--- config.mk ---
export PLATFORM = sky130hd
export DESIGN_NAME = gcdfs_ram
export DESIGN_NICKNAME = d
export VERILOG_FILES = /design/src/hdl/gcdfs_ram.sv
export SDC_FILE = /design/constraint.sdc
export NUM_CORES = 1
export LEC_CHECK = 0
export BUFFER_PORTS_ARGS = -buffer_cell sky130_fd_sc_hd__buf_4
export CAP_MARGIN = 20
export CORE_UTILIZATION = 40
export DETAILED_ROUTE_END_ITERATION = 8
export HOLD_SLACK_MARGIN = 0.15
export SLEW_MARGIN = 40
export SYNTH_ARGS = -nofsm -noshare
export SYNTH_HDL_FRONTEND = slang
export SYNTH_SLANG_ARGS = --single-unit
--- constraint.sdc ---
create_clock -name clk -period 2.4 [get_ports clk]
set_input_delay 0.12 -clock clk [delete_from_list [all_inputs] [get_ports clk]]
set_output_delay 0.12 -clock clk [all_outputs]
set_load 0.01 [all_outputs]
--- src/hdl/gcdfs_ram.sv ---
// Generic single-port-write, single-port-read RAM with a registered read.
`default_nettype none
module gcdfs_ram #(
	parameter int WIDTH = 8,
	parameter int DEPTH = 64
) (
	input  wire logic                     clk,
	input  wire logic                     wr_en,
	input  wire logic [$clog2(DEPTH)-1:0] wr_addr,
	input  wire logic [WIDTH-1:0]         wr_data,
	input  wire logic                     rd_en,
	input  wire logic [$clog2(DEPTH)-1:0] rd_addr,
	output logic      [WIDTH-1:0]         rd_data
);

	logic [WIDTH-1:0] mem [DEPTH];

	always_ff @(posedge clk) begin
		if (wr_en) begin
			mem[wr_addr] <= wr_data;
		end
		if (rd_en) begin
			rd_data <= mem[rd_addr];
		end
	end

endmodule
`default_nettype wire

==> reports/qor.txt, run 1 <==
FLOORPLAN
--------------------------------------------------------------------------------------------------------
Width of the die                                                                                  227 um
Starting density of the core                                                                       40.4%
Row Count                                                                                             82
Total core area                                                                               0.0501 mm2
Die span in y                                                                                     227 um
Area of the die                                                                               0.0515 mm2
Count of boundary I/O pins                                                                            31

SYNTH
--------------------------------------------------------------------------------------------------------
Post-synth net total                                                                                 963
Synth Cell Area                                                                               0.0202 mm2
Post-synth top flop                                                                         sky130_fd_sc_hd__edfxtp_1
Synthesized area divided by synthesized cell count                                              21.5 um2
Share of synthesized registers carrying an async set or reset                                         0%
Number of standard cells after synthesis                                                             940
Most numerous cell in the Yosys netlist                                                     sky130_fd_sc_hd__edfxtp_1
Ranking of synthesized cells by instance count                                              sky130_fd_sc_hd__edfxtp_1 (520), sky130_fd_sc_hd__mux4_2 (126), sky130_fd_sc_hd__nor2_1 (83), sky130_fd_sc_hd__mux2i_1 (23), sky130_fd_sc_hd__nand2_1 (19)
Share of the synthesized area in the top cell type                                                 77.1%
Area leader, netlist                                                                        sky130_fd_sc_hd__edfxtp_1
Yosys warning count                                                                                    0
Synthesis-stage register bit count                                                                   520
Proportion of synthesized chip area in sequential cells                                            77.1%
Number of synthesized flops with an enable pin                                                       520
Cells taking the most area after synthesis                                                  sky130_fd_sc_hd__edfxtp_1 (77%), sky130_fd_sc_hd__mux4_2 (14%), sky130_fd_sc_hd__nor2_1 (1.5%)
Cell variety after synth                                                                              39

GRT
--------------------------------------------------------------------------------------------------------
Number of antenna violations at the first check in global routing                                      0
Met3 usage in global routing                                                                       2.50%
Peak-usage layer in the global routing report                                                       met2
Met2 Usage GRT                                                                                     29.7%
Total track usage                                                                                  19.1%
Number of global-route vias before repair                                                          10298
Global routing usage on met1                                                                       27.9%
Pin count of the biggest net entering global routing                                                  65
Remaining global-route overflow                                                                        0
Global-route wire length before repair                                                           70.0 mm

TIMING
--------------------------------------------------------------------------------------------------------
Min Clock Period, post-route                                                                     2.21 ns
Setup-violating endpoint count in the final report                                                     0
Setup repair after global routing missed its margin                                                   no
Hold Fails Final Rpt                                                                                   0
Clock skew after layout                                                                        0.0125 ns
Pins over their slew limit                                                                             0
Highest achievable clock rate                                                                    452 MHz
Worst-margin pin slew                                                                           0.727 ns
Period utilisation layout                                                                          92.3%
Slew HR                                                                                            51.5%
Crit path setup slack, layout                                                                   0.185 ns

CTS
--------------------------------------------------------------------------------------------------------
CTS tree                                                                                           built
H-tree depth                                                                                           2
Number of resized instances in the post-cts repair step                                                0
Number of buffers on the longest clock path                                                            3
Number of buffers created by CTS                                                                      50
Sinks on the clock net                                                                               520
Post-CTS clock slew at the launch and capture registers of the worst setup and hold paths        0.06 ns
Source-to-sink clock delay at the later pin of the worst-skew pair                               0.58 ns
Root Buffer                                                                                 sky130_fd_sc_hd__clkbuf_16

CRITICAL PATH
--------------------------------------------------------------------------------------------------------
Family with the most delay on the worst path                                                multiplexers
Critical path's most frequent cell                                                          sky130_fd_sc_hd__mux4_2
Cells along the critical path                                                               mux4_2, mux4_2, o21ai_0, nand2_1
Type of the setup path with the least slack                                                      reg2reg
Maximum fanout encountered on the critical timing path                                                 1
CP max-delay cell                                                                           sky130_fd_sc_hd__mux4_2
Critical path launch point type                                                                flip-flop
Longest individual stage delay on the worst path                                                 0.51 ns
Crit. End Element                                                                              flip-flop
Endpoint of the worst-slack reg-to-reg timing path                                          rd_data[7]$_DFFE_PP_
Worst R2R Path Depth                                                                                   4
R2r setup slk                                                                                    0.19 ns
Buffers plus inverters on the worst setup path                                                         0
CP required                                                                                      2.71 ns
CP Data Arrival Time                                                                             2.52 ns
Reg2reg start                                                                               mem[55][7]$_DFFE_PP_

PLACEMENT
--------------------------------------------------------------------------------------------------------
Input/output buffers                                                                                  30
Placement Setup Slack                                                                          -0.204 ns
DPL Wire Length                                                                                  29.5 mm
Routability cong.                                                                                  0.822
Cells after DPL                                                                                     1706

DETAILED ROUTING
--------------------------------------------------------------------------------------------------------
Routed vias                                                                                        10085
DRC violation total after the first TritonRoute iteration                                           1080
TritonRoute pass-1 iters                                                                               5
Mean routed wirelength per cell                                                                  25.9 um
Final routed wirelength across all metal layers                                                  46.9 mm
DRC                                                                                                    0
Vias per cell                                                                                       5.56
Antenna violation net count after detailed routing                                                     0

WORST HOLD PATH
--------------------------------------------------------------------------------------------------------
Worst hold path cell count                                                                             3
Endpoint with the worst hold slack                                                          rd_data[0]$_DFFE_PP_
Worst hold-check path type                                                                        in2reg
Startpoint of the worst hold path                                                             rd_addr[4]

FINISH
--------------------------------------------------------------------------------------------------------
Post-route insts no fill                                                                            1813
Growth of design area from synthesis to finish                                                     17.4%
Share of cells above drive strength 1                                                              31.1%
Number of diodes                                                                                       0
Number of nets in the layout                                                                        1126

PWR
--------------------------------------------------------------------------------------------------------
Ratio of total power to cell area                                                             796 mW/mm2
Worst voltage drop across the vdd grid                                                            521 uV
Total chip power                                                                                 18.9 mW
Leak Pwr                                                                                         7.62 nW

STATUS
--------------------------------------------------------------------------------------------------------
Outcome                                                                                     finished, final reports clean

RUN
--------------------------------------------------------------------------------------------------------
Max-cap check violation count                                                                          0

-- what timing repair did --
action | CTS | global route
endpoints found under the hold margin | 571 | 0
hold buffers | 17 | 0
setup buffers | 0 | 0
-- power by group --
part / switching (mW) / internal (mW) / leakage [nW]
clock network: 3.25 / 4.54 / 0.792
registers: 0.0310 / 10.1 / 4.69
logic: 0.598 / 0.428 / 2.14
total: 3.88 / 15.0 / 7.62
-- metrics by stage --
stage | util (%) | TNS (ns) | instance area [um2] | hold slack (ns)
floorplan | - | 0 | 20200 | 0.219
global placement | 43.9 | -0.198 | 22000 | 0.459
detailed placement | 43.9 | -0.204 | 22000 | 0.460
CTS | 47.5 | 0 | 23800 | 0.154
global route | 47.5 | 0 | 23800 | 0.185
finish | 47.5 | 0 | 23800 | 0.207
-- how the worst max path moves through the flow --
stage | start | endpoint | slack, ns | cells past startpoint
CTS | mem[16][6]$_DFFE_PP_ | rd_data[6]$_DFFE_PP_ | 0.19 | 5
finish | mem[55][7]$_DFFE_PP_ | rd_data[7]$_DFFE_PP_ | 0.19 | 4
detailed placement | rd_addr[0] | rd_data[7]$_DFFE_PP_ | -0.20 | 6
global placement | rd_addr[0] | rd_data[7]$_DFFE_PP_ | -0.20 | 6
floorplan | rd_addr[1] | rd_data[3]$_DFFE_PP_ | 0.47 | 7
global route | mem[21][6]$_DFFE_PP_ | rd_data[6]$_DFFE_PP_ | 0.14 | 5
-- worst register-to-register path: stages (launching register included) --
cell	delay, ns
sky130_fd_sc_hd__edfxtp_1	0.36
sky130_fd_sc_hd__mux4_2	0.51
sky130_fd_sc_hd__mux4_2	0.51
sky130_fd_sc_hd__o21ai_0	0.48
sky130_fd_sc_hd__nand2_1	0.09
-- area by class of cell --
| cell class | instances | area, um2 |
|---|---|---|
| flip-flops and latches | 520 | 15600 |
| fillers | 4168 | 26300 |
| clock buffers | 63 | 1360 |
| clock inverters | 27 | 249 |
| repair buffers | 162 | 1390 |
| multi-input cells | 369 | 4320 |
| well taps | 672 | 841 |
-- sequential cells by signal, summed over array words and instances, names as in the netlist --
name     count
rd_data      8
mem        512
-- cell usage in the layout, fill, tap and decap left out, types with 11 or more instances in the layout --
| master | n |
|---|---|
| sky130_fd_sc_hd__nor2b_1 | 14 |
| sky130_fd_sc_hd__nand2_1 | 19 |
| sky130_fd_sc_hd__nor2_1 | 83 |
| sky130_fd_sc_hd__edfxtp_1 | 520 |
| sky130_fd_sc_hd__clkbuf_16 | 53 |
| sky130_fd_sc_hd__nand3_1 | 13 |
| sky130_fd_sc_hd__mux2_2 | 13 |
| sky130_fd_sc_hd__buf_4 | 134 |
| sky130_fd_sc_hd__dlygate4sd3_1 | 17 |
| sky130_fd_sc_hd__mux2i_1 | 23 |
| sky130_fd_sc_hd__clkinv_1 | 11 |
| sky130_fd_sc_hd__mux4_2 | 126 |
-- cells by family (layout without fill, tap and decap cells) --
group           count (synthesis)  after routing  share of synthesized area, %
flops                         520            520                          77.1
mux                           162            162                          15.9
simple gates                  153            153                          3.37
compound gates                 54             54                          2.06
buf+inv                        51            252                          1.56
-- layer usage --
metal | wire length [um] | vias to the layer above
met3 | 2940 | 65
met5 | 0 | -
met4 | 1220 | 0
met2 | 22100 | 371
li1 | - | 4263
met1 | 20600 | 5386
Power figures use the tool's default switching activity.
==> run 2, diff against run 1 <==
Settings changed: REMOVE_ABC_BUFFERS set to 1.
Clock period 2.4 ns to 2.43 ns, I/O delays scaled along.
==> run 2 against run 1 <==
Compared with the run above: first-iteration DRC count fell by 19%; largest cell class unchanged; critical path type unchanged; final cell count is the same; die area did not move; sequential power is essentially flat.
==> reports/qor.txt, run 2 (synthesis gave the netlist of run 1 again) <==
WORST HOLD PATH
--------------------------------------------------------------------------------------------------------
Worst hold-check path type                                                                        in2reg
Worst hold path cell count                                                                             3   unchanged
Endpoint with the worst hold slack                                                          rd_data[6]$_DFFE_PP_
Startpoint of the worst hold path                                                             rd_addr[3]

TIMING
--------------------------------------------------------------------------------------------------------
Setup-violating endpoint count in the final report                                                     0   unchanged
Clock skew after layout                                                                        0.0185 ns   +0.00607 ns
Slew HR                                                                                            48.7%   -2.8 points
Period utilisation layout                                                                          90.1%   -2.2 points
Pins over their slew limit                                                                             0   unchanged
Post-route worst hold slack                                                                     0.199 ns   -0.00770 ns
Highest achievable clock rate                                                                    457 MHz   +1.1%
Min Clock Period, post-route                                                                     2.19 ns   -0.0246 ns
Setup TNS                                                                                           0 ns   unchanged
Hold Fails Final Rpt                                                                                   0   unchanged
Worst-margin pin slew                                                                           0.770 ns   +0.0425 ns
Crit path setup slack, layout                                                                   0.240 ns   +0.0546 ns
Setup repair after global routing missed its margin                                                   no

CRITICAL PATH
--------------------------------------------------------------------------------------------------------
Worst R2R Path Depth                                                                                   5   +1
R2r setup slk                                                                                    0.24 ns   +0.05 ns
Maximum fanout encountered on the critical timing path                                                 1   unchanged
Endpoint of the worst-slack reg-to-reg timing path                                          rd_data[6]$_DFFE_PP_
Critical path launch point type                                                                flip-flop
CP required                                                                                      2.76 ns   +0.05 ns
Type of the setup path with the least slack                                                      reg2reg
Crit. End Element                                                                              flip-flop
CP Data Arrival Time                                                                             2.52 ns   about the same
Reg2reg start                                                                               mem[29][6]$_DFFE_PP_
Worst setup path startpoint                                                                 mem[29][6]$_DFFE_PP_

DETAILED ROUTING
--------------------------------------------------------------------------------------------------------
Vias per cell                                                                                       5.45   -2.0%
TritonRoute pass-1 iters                                                                               5   unchanged
Routed vias                                                                                         9879   -2.0%
Antenna violation net count after detailed routing                                                     0   unchanged
DRC violation total after the first TritonRoute iteration                                            876   -19%
DRC                                                                                                    0   unchanged
Mean routed wirelength per cell                                                                  25.2 um   -2.4%
Final routed wirelength across all metal layers                                                  45.8 mm   -2.4%

PLACEMENT
--------------------------------------------------------------------------------------------------------
Routability cong.                                                                                  0.798   -2.9%
DPL Wire Length                                                                                  28.5 mm   -3.5%
Cells after DPL                                                                                     1707   +0.059%
Placement Setup Slack                                                                        -0.00522 ns   +0.199 ns
Input/output buffers                                                                                  30   unchanged

FLOORPLAN
--------------------------------------------------------------------------------------------------------
Count of boundary I/O pins                                                                            31   unchanged
Area of the die                                                                               0.0515 mm2   unchanged
Starting density of the core                                                                       40.4%   unchanged
Row Count                                                                                             82   unchanged
Width of the die                                                                                  227 um   unchanged
Total core area                                                                               0.0501 mm2   unchanged
Die span in y                                                                                     227 um   unchanged

GRT
--------------------------------------------------------------------------------------------------------
Pin count of the biggest net entering global routing                                                  65   unchanged
Number of antenna violations at the first check in global routing                                      1   +1
Number of global-route vias before repair                                                           9980   -3.1%
Remaining global-route overflow                                                                        0   unchanged
Global-route wire length before repair                                                           67.6 mm   -3.4%
Total track usage                                                                                  18.4%   -0.68 points

FINISH
--------------------------------------------------------------------------------------------------------
Growth of design area from synthesis to finish                                                     17.1%
Register cell area after layout                                                               0.0156 mm2   unchanged
Total area of multi-input combinational cells                                                0.00432 mm2   about the same
Number of filler cells placed in the layout                                                         4192   +0.58%
Max reg flops                                                                                        512   unchanged
Largest registers                                                                           mem (512), rd_data (8)
Post-route insts no fill                                                                            1813   unchanged
Number of nets in the layout                                                                        1126   unchanged
Share of cells above drive strength 1                                                              31.4%   +0.29 points
Most common cell after layout, fill and taps aside                                          sky130_fd_sc_hd__edfxtp_1
Top library cells by usage in the layout, fill and taps aside                               sky130_fd_sc_hd__edfxtp_1 (520), sky130_fd_sc_hd__buf_4 (135), sky130_fd_sc_hd__mux4_2 (126), sky130_fd_sc_hd__nor2_1 (82), sky130_fd_sc_hd__clkbuf_16 (53)
Register name with the most flops                                                                    mem

PWR
--------------------------------------------------------------------------------------------------------
Leak Pwr                                                                                         7.59 nW   -0.40%
Total chip power                                                                                 18.4 mW   -3.0%
Ratio of total power to cell area                                                             775 mW/mm2   -2.7%
Worst voltage drop across the vdd grid                                                            451 uV   -13%

STATUS
--------------------------------------------------------------------------------------------------------
Outcome                                                                                     finished, final reports clean

CTS
--------------------------------------------------------------------------------------------------------
Number of buffers created by CTS                                                                      50   unchanged
Sinks on the clock net                                                                               520   unchanged
Count of hold buffers inserted by post-cts repair                                                     16   -1
Root Buffer                                                                                 sky130_fd_sc_hd__clkbuf_16
CTS tree                                                                                           built
Buffers inserted by post-CTS timing repair                                                             0   unchanged
Source-to-sink clock delay at the later pin of the worst-skew pair                               0.59 ns   about the same
Number of buffers on the longest clock path                                                            3   unchanged
Post-CTS clock slew at the launch and capture registers of the worst setup and hold paths        0.06 ns   about the same
H-tree depth                                                                                           2   unchanged
Number of resized instances in the post-cts repair step                                                0   unchanged

RUN
--------------------------------------------------------------------------------------------------------
Max-cap check violation count                                                                          0   unchanged

==> run 2: changes by cell type in the layout (fill, tap and decap cells not counted) <==
| cell | before | now |
|---|---|---|
| sky130_fd_sc_hd__nor2_1 | 83 | 82 |
| sky130_fd_sc_hd__nor2_2 | 0 | 1 |
| sky130_fd_sc_hd__buf_4 | 134 | 135 |
| sky130_fd_sc_hd__clkbuf_1 | 10 | 8 |
| sky130_fd_sc_hd__dlygate4sd3_1 | 17 | 16 |
| sky130_fd_sc_hd__diode_2 | 0 | 1 |
| sky130_fd_sc_hd__bufinv_16 | 5 | 2 |
| sky130_fd_sc_hd__clkinvlp_4 | 1 | 2 |
| sky130_fd_sc_hd__clkinv_2 | 10 | 13 |
==> run 2: critical path, cell delays in order (launching register included) <==
cell                       delay, ns
sky130_fd_sc_hd__edfxtp_1       0.39
sky130_fd_sc_hd__mux4_2         0.48
sky130_fd_sc_hd__mux2_2         0.27
sky130_fd_sc_hd__o221a_2        0.28
sky130_fd_sc_hd__nor3_1         0.38
sky130_fd_sc_hd__o32ai_1        0.14
==> run 2: stage by stage <==
stage / cell area (um2) / utilization (%)
global route: 23700 / 47.3
global placement: 22000 / 43.9
CTS: 23700 / 47.3
detailed placement: 22000 / 43.9
finish: 23700 / 47.3
floorplan: 19900 / -
==> run 2: area by class of cell <==
type	count	area share, %
well taps	672	3.55
diodes	1	0.0106
repair buffers	162	5.85
flip-flops and latches	520	65.9
multi-input cells	369	18.2
clock buffers	61	5.72
clock inverters	28	0.765
==> run 2: report_power, final <==
| group | leakage (nW) | switching [mW] | internal (mW) | total [mW] |
|---|---|---|---|---|
| Combinational | 2.14 | 0.579 | 0.426 | 1.00 |
| Clock | 0.759 | 3.22 | 4.16 | 7.38 |
| Sequential | 4.69 | 0.0273 | 9.95 | 9.98 |
==> run 2: worst max-delay path by stage <==
stage	cells after the start	slack (ns)	to
2_1_floorplan	5	0.61	rd_data[4]$_DFFE_PP_
3_3_place_gp	7	0.00004	rd_data[0]$_DFFE_PP_
3_5_place_dp	7	-0.005	rd_data[0]$_DFFE_PP_
4_1_cts	5	0.17	rd_data[6]$_DFFE_PP_
5_1_grt	5	0.18	rd_data[6]$_DFFE_PP_
6_report	5	0.24	rd_data[6]$_DFFE_PP_
==> run 2: per-layer routing <==
layer	global-route usage, %	wire [um]	vias to the layer above	share of wire [%]
met5	0	0	-	0
met4	5.69	922	0	2.0
met3	2.40	2330	56	5.1
met2	29.3	22300	309	49
met1	26.6	20200	5259	44
li1	-	-	4255	-
==> run 3, diff against run 2 <==
Clock period 2.43 ns to 2 ns, I/O delays scaled along.
==> run 3 against run 2 <==
Compared with the run above: the flow now finishes with violations (setup timing); critical path depth increased by 1; largest power group unchanged; highest routed layer unchanged; clock-buffer cell count down 3; utilization rose by 0.93 points; wire length rose by 1.7%; die area unchanged.
==> reports/qor.txt, run 3 (synthesis gave the netlist of run 1 again) <==
STATUS
--------------------------------------------------------------------------------------------------------
Outcome                                                                                     finished with violations
Violations in the final reports                                                             setup timing

FINISH
--------------------------------------------------------------------------------------------------------
Share of cells above drive strength 1                                                              34.9%   +3.5 points
Register cell area after layout                                                               0.0156 mm2   unchanged
Number of diodes                                                                                       0   -1
Final Util                                                                                         48.3%   +0.93 points
Register name with the most flops                                                                    mem
Growth of design area from synthesis to finish                                                     19.4%
Number of filler cells placed in the layout                                                         4159   -0.79%
Largest registers                                                                           mem (512), rd_data (8)
Number of nets in the layout                                                                        1165   +3.5%
Total area of multi-input combinational cells                                                0.00440 mm2   +1.9%
Max reg flops                                                                                        512   unchanged
Top library cells by usage in the layout, fill and taps aside                               sky130_fd_sc_hd__edfxtp_1 (520), sky130_fd_sc_hd__buf_4 (176), sky130_fd_sc_hd__mux4_2 (126), sky130_fd_sc_hd__nor2_1 (82), sky130_fd_sc_hd__clkbuf_16 (53)
Most common cell after layout, fill and taps aside                                          sky130_fd_sc_hd__edfxtp_1
Post-route insts no fill                                                                            1856   +2.4%

PLACEMENT
--------------------------------------------------------------------------------------------------------
Input/output buffers                                                                                  30   unchanged
Routability cong.                                                                                  0.810   +1.5%
DPL Wire Length                                                                                  29.7 mm   +4.2%
Cells after DPL                                                                                     1747   +2.3%

CTS
--------------------------------------------------------------------------------------------------------
Number of buffers on the longest clock path                                                            3   unchanged
Root Buffer                                                                                 sky130_fd_sc_hd__clkbuf_16
Source-to-sink clock delay at the later pin of the worst-skew pair                               0.59 ns   about the same
H-tree depth                                                                                           2   unchanged
Number of buffers created by CTS                                                                      51   +2.0%
Sinks on the clock net                                                                               520   unchanged
CTS tree                                                                                           built
Post-CTS clock slew at the launch and capture registers of the worst setup and hold paths        0.06 ns   about the same

FLOORPLAN
--------------------------------------------------------------------------------------------------------
Count of boundary I/O pins                                                                            31   unchanged
Area of the die                                                                               0.0515 mm2   unchanged
Total core area                                                                               0.0501 mm2   unchanged
Width of the die                                                                                  227 um   unchanged
Die span in y                                                                                     227 um   unchanged
Row Count                                                                                             82   unchanged
Starting density of the core                                                                       40.4%   unchanged

DETAILED ROUTING
--------------------------------------------------------------------------------------------------------
DRC                                                                                                    0   unchanged
Post-Route M1 WL                                                                                 19.5 mm   -3.5%
Highest Signal Layer                                                                                met4
Routed wl met3                                                                                   2.76 mm   +18%
Mean routed wirelength per cell                                                                  25.1 um   -0.66%
DRC violation total after the first TritonRoute iteration                                            994   +13%
Routed vias                                                                                        10059   +1.8%
Antenna violation net count after detailed routing                                                     0   unchanged
TritonRoute pass-1 iters                                                                               5   unchanged
Met2 Routed Length                                                                               23.0 mm   +3.4%
Final routed wirelength across all metal layers                                                  46.5 mm   +1.7%
Vias per cell                                                                                       5.42   -0.54%

TIMING
--------------------------------------------------------------------------------------------------------
Period utilisation layout                                                                           100%   +10 points
Highest achievable clock rate                                                                    499 MHz   +9.3%
Setup-violating endpoint count in the final report                                                     1   +1
Min Clock Period, post-route                                                                     2.00 ns   -0.186 ns
Hold Fails Final Rpt                                                                                   0   unchanged
Setup repair after global routing missed its margin                                                  yes
Crit path setup slack, layout                                                                -0.00454 ns   -0.244 ns
Slew HR                                                                                            50.8%   +2.1 points
Worst-margin pin slew                                                                           0.738 ns   -0.0319 ns
Pins over their slew limit                                                                             0   unchanged
Clock skew after layout                                                                        0.0156 ns   -0.00293 ns

GRT
--------------------------------------------------------------------------------------------------------
Global-route wire length before repair                                                           68.0 mm   +0.64%
Total track usage                                                                                  18.6%   +0.25 points
Remaining global-route overflow                                                                        0   unchanged
Number of global-route vias before repair                                                          10295   +3.2%
Pin count of the biggest net entering global routing                                                  65   unchanged
Number of antenna violations at the first check in global routing                                      0   -1

CRITICAL PATH
--------------------------------------------------------------------------------------------------------
Crit. End Element                                                                              flip-flop
Total stage count of the critical path                                                                 6   +1
Family with the most delay on the worst path                                                multiplexers
R2r setup slk                                                                                  -0.005 ns   -0.24 ns
Maximum fanout encountered on the critical timing path                                                 1   unchanged
CP Data Arrival Time                                                                             2.34 ns   -0.18 ns
Cells along the critical path                                                               mux4_2, mux2_4, o221a_4, nor3_2, buf_4, o32ai_1
Worst setup path startpoint                                                                 mem[21][6]$_DFFE_PP_
Reg2reg start                                                                               mem[21][6]$_DFFE_PP_
Endpoint of the worst-slack reg-to-reg timing path                                          rd_data[6]$_DFFE_PP_
Longest individual stage delay on the worst path                                                 0.47 ns   about the same
Type of the setup path with the least slack                                                      reg2reg
Worst R2R Path Depth                                                                                   6   +1
Critical path launch point type                                                                flip-flop
Buffers plus inverters on the worst setup path                                                         1   +1
End point of the critical path                                                              rd_data[6]$_DFFE_PP_
CP required                                                                                      2.33 ns   -0.43 ns
CP max-delay cell                                                                           sky130_fd_sc_hd__mux4_2

PWR
--------------------------------------------------------------------------------------------------------
Ratio of total power to cell area                                                             947 mW/mm2   +22%
Leak Pwr                                                                                         7.84 nW   +3.4%
Worst voltage drop across the vdd grid                                                            609 uV   +35%

WORST HOLD PATH
--------------------------------------------------------------------------------------------------------
Worst hold-check path type                                                                        in2reg

RUN
--------------------------------------------------------------------------------------------------------
Max-cap check violation count                                                                          0   unchanged

[run 3: cell types whose count changed in the layout (fill, tap and decap cells not counted), moves of 2 or more]
| cell | delta |
|---|---|
| sky130_fd_sc_hd__nor3_1 | -3 |
| sky130_fd_sc_hd__o221a_4 | +2 |
| sky130_fd_sc_hd__buf_4 | +41 |
| sky130_fd_sc_hd__clkinvlp_4 | +4 |
| sky130_fd_sc_hd__a221oi_2 | +3 |
| sky130_fd_sc_hd__nor3_2 | +2 |
| sky130_fd_sc_hd__a221oi_1 | -3 |
| sky130_fd_sc_hd__o221a_2 | -2 |
| sky130_fd_sc_hd__clkbuf_1 | -3 |
| sky130_fd_sc_hd__mux2_4 | +2 |
| sky130_fd_sc_hd__dlygate4sd3_1 | -2 |
| sky130_fd_sc_hd__clkinv_1 | +2 |
| sky130_fd_sc_hd__bufinv_16 | +3 |
| sky130_fd_sc_hd__mux2_2 | -2 |
[run 3: how the worst min path moves through the flow]
stage | endpoint | start | cells after the start | slack (ns)
final | mem[53][2]$_DFFE_PP_ | wr_addr[0] | 4 | 0.21
after floorplan | mem[0][0]$_DFFE_PP_ | wr_data[0] | 0 | 0.20
after detailed placement | rd_data[0]$_DFFE_PP_ | rd_en | 1 | 0.44
after global routing | mem[27][0]$_DFFE_PP_ | wr_addr[0] | 4 | 0.23
after global placement | rd_data[0]$_DFFE_PP_ | rd_en | 1 | 0.44
after CTS | mem[53][2]$_DFFE_PP_ | wr_addr[0] | 4 | 0.17
[run 3: report_power, final]
part | internal [mW] | switching [mW]
Sequential | 12.1 | 0.0349
Clock | 5.47 | 4.02
Combinational | 0.553 | 0.726
Total | 18.1 | 4.78
[run 3: per-stage QoR]
stage / hold WS, ns / TNS (ns) / cell area [um2] / setup WS (ns) / power, mW
2_1_floorplan: 0.199 / 0 / 19900 / 0.177 / 12.8
3_3_place_gp: 0.443 / -1.87 / 22300 / -0.269 / 13.6
3_5_place_dp: 0.439 / -2.02 / 22300 / -0.283 / 13.6
4_1_cts: 0.173 / -0.0148 / 24200 / -0.00870 / 23.1
5_1_grt: 0.229 / -0.101 / 24200 / -0.0706 / 23.5
6_report: 0.206 / -0.00454 / 24200 / -0.00454 / 22.9
[run 3: timing repair]
item,4_1_cts,5_1_grt
hold buffers,14,0
endpoints found under the setup margin,3,5
cloned,0,0
hold endpoints to repair,549,0
buffers inserted,0,0
pin swaps,4,2
resized for setup,12,3
[run 3: final cells by class]
cell class,count,area share (%)
clock buffers,58,5.57
clock inverters,37,1.29
multi-input cells,369,18.2
flip-flops and latches,520,64.6
well taps,672,3.48
repair buffers,200,6.85
[run 3: tightest hold or removal path, delay by kind of cell]
| kind | cells | cell delay, ns |
|---|---|---|
| buf+inv | 2 | 0.28 |
| simple gates | 2 | 0.23 |
[run 3: metal layers]
metal | vias to the layer above | global-route usage (%)
met5 | - | 0
met4 | 0 | 5.67
met3 | 80 | 3.52
met2 | 292 | 30.6
met1 | 5343 | 25.3
li1 | 4344 | -
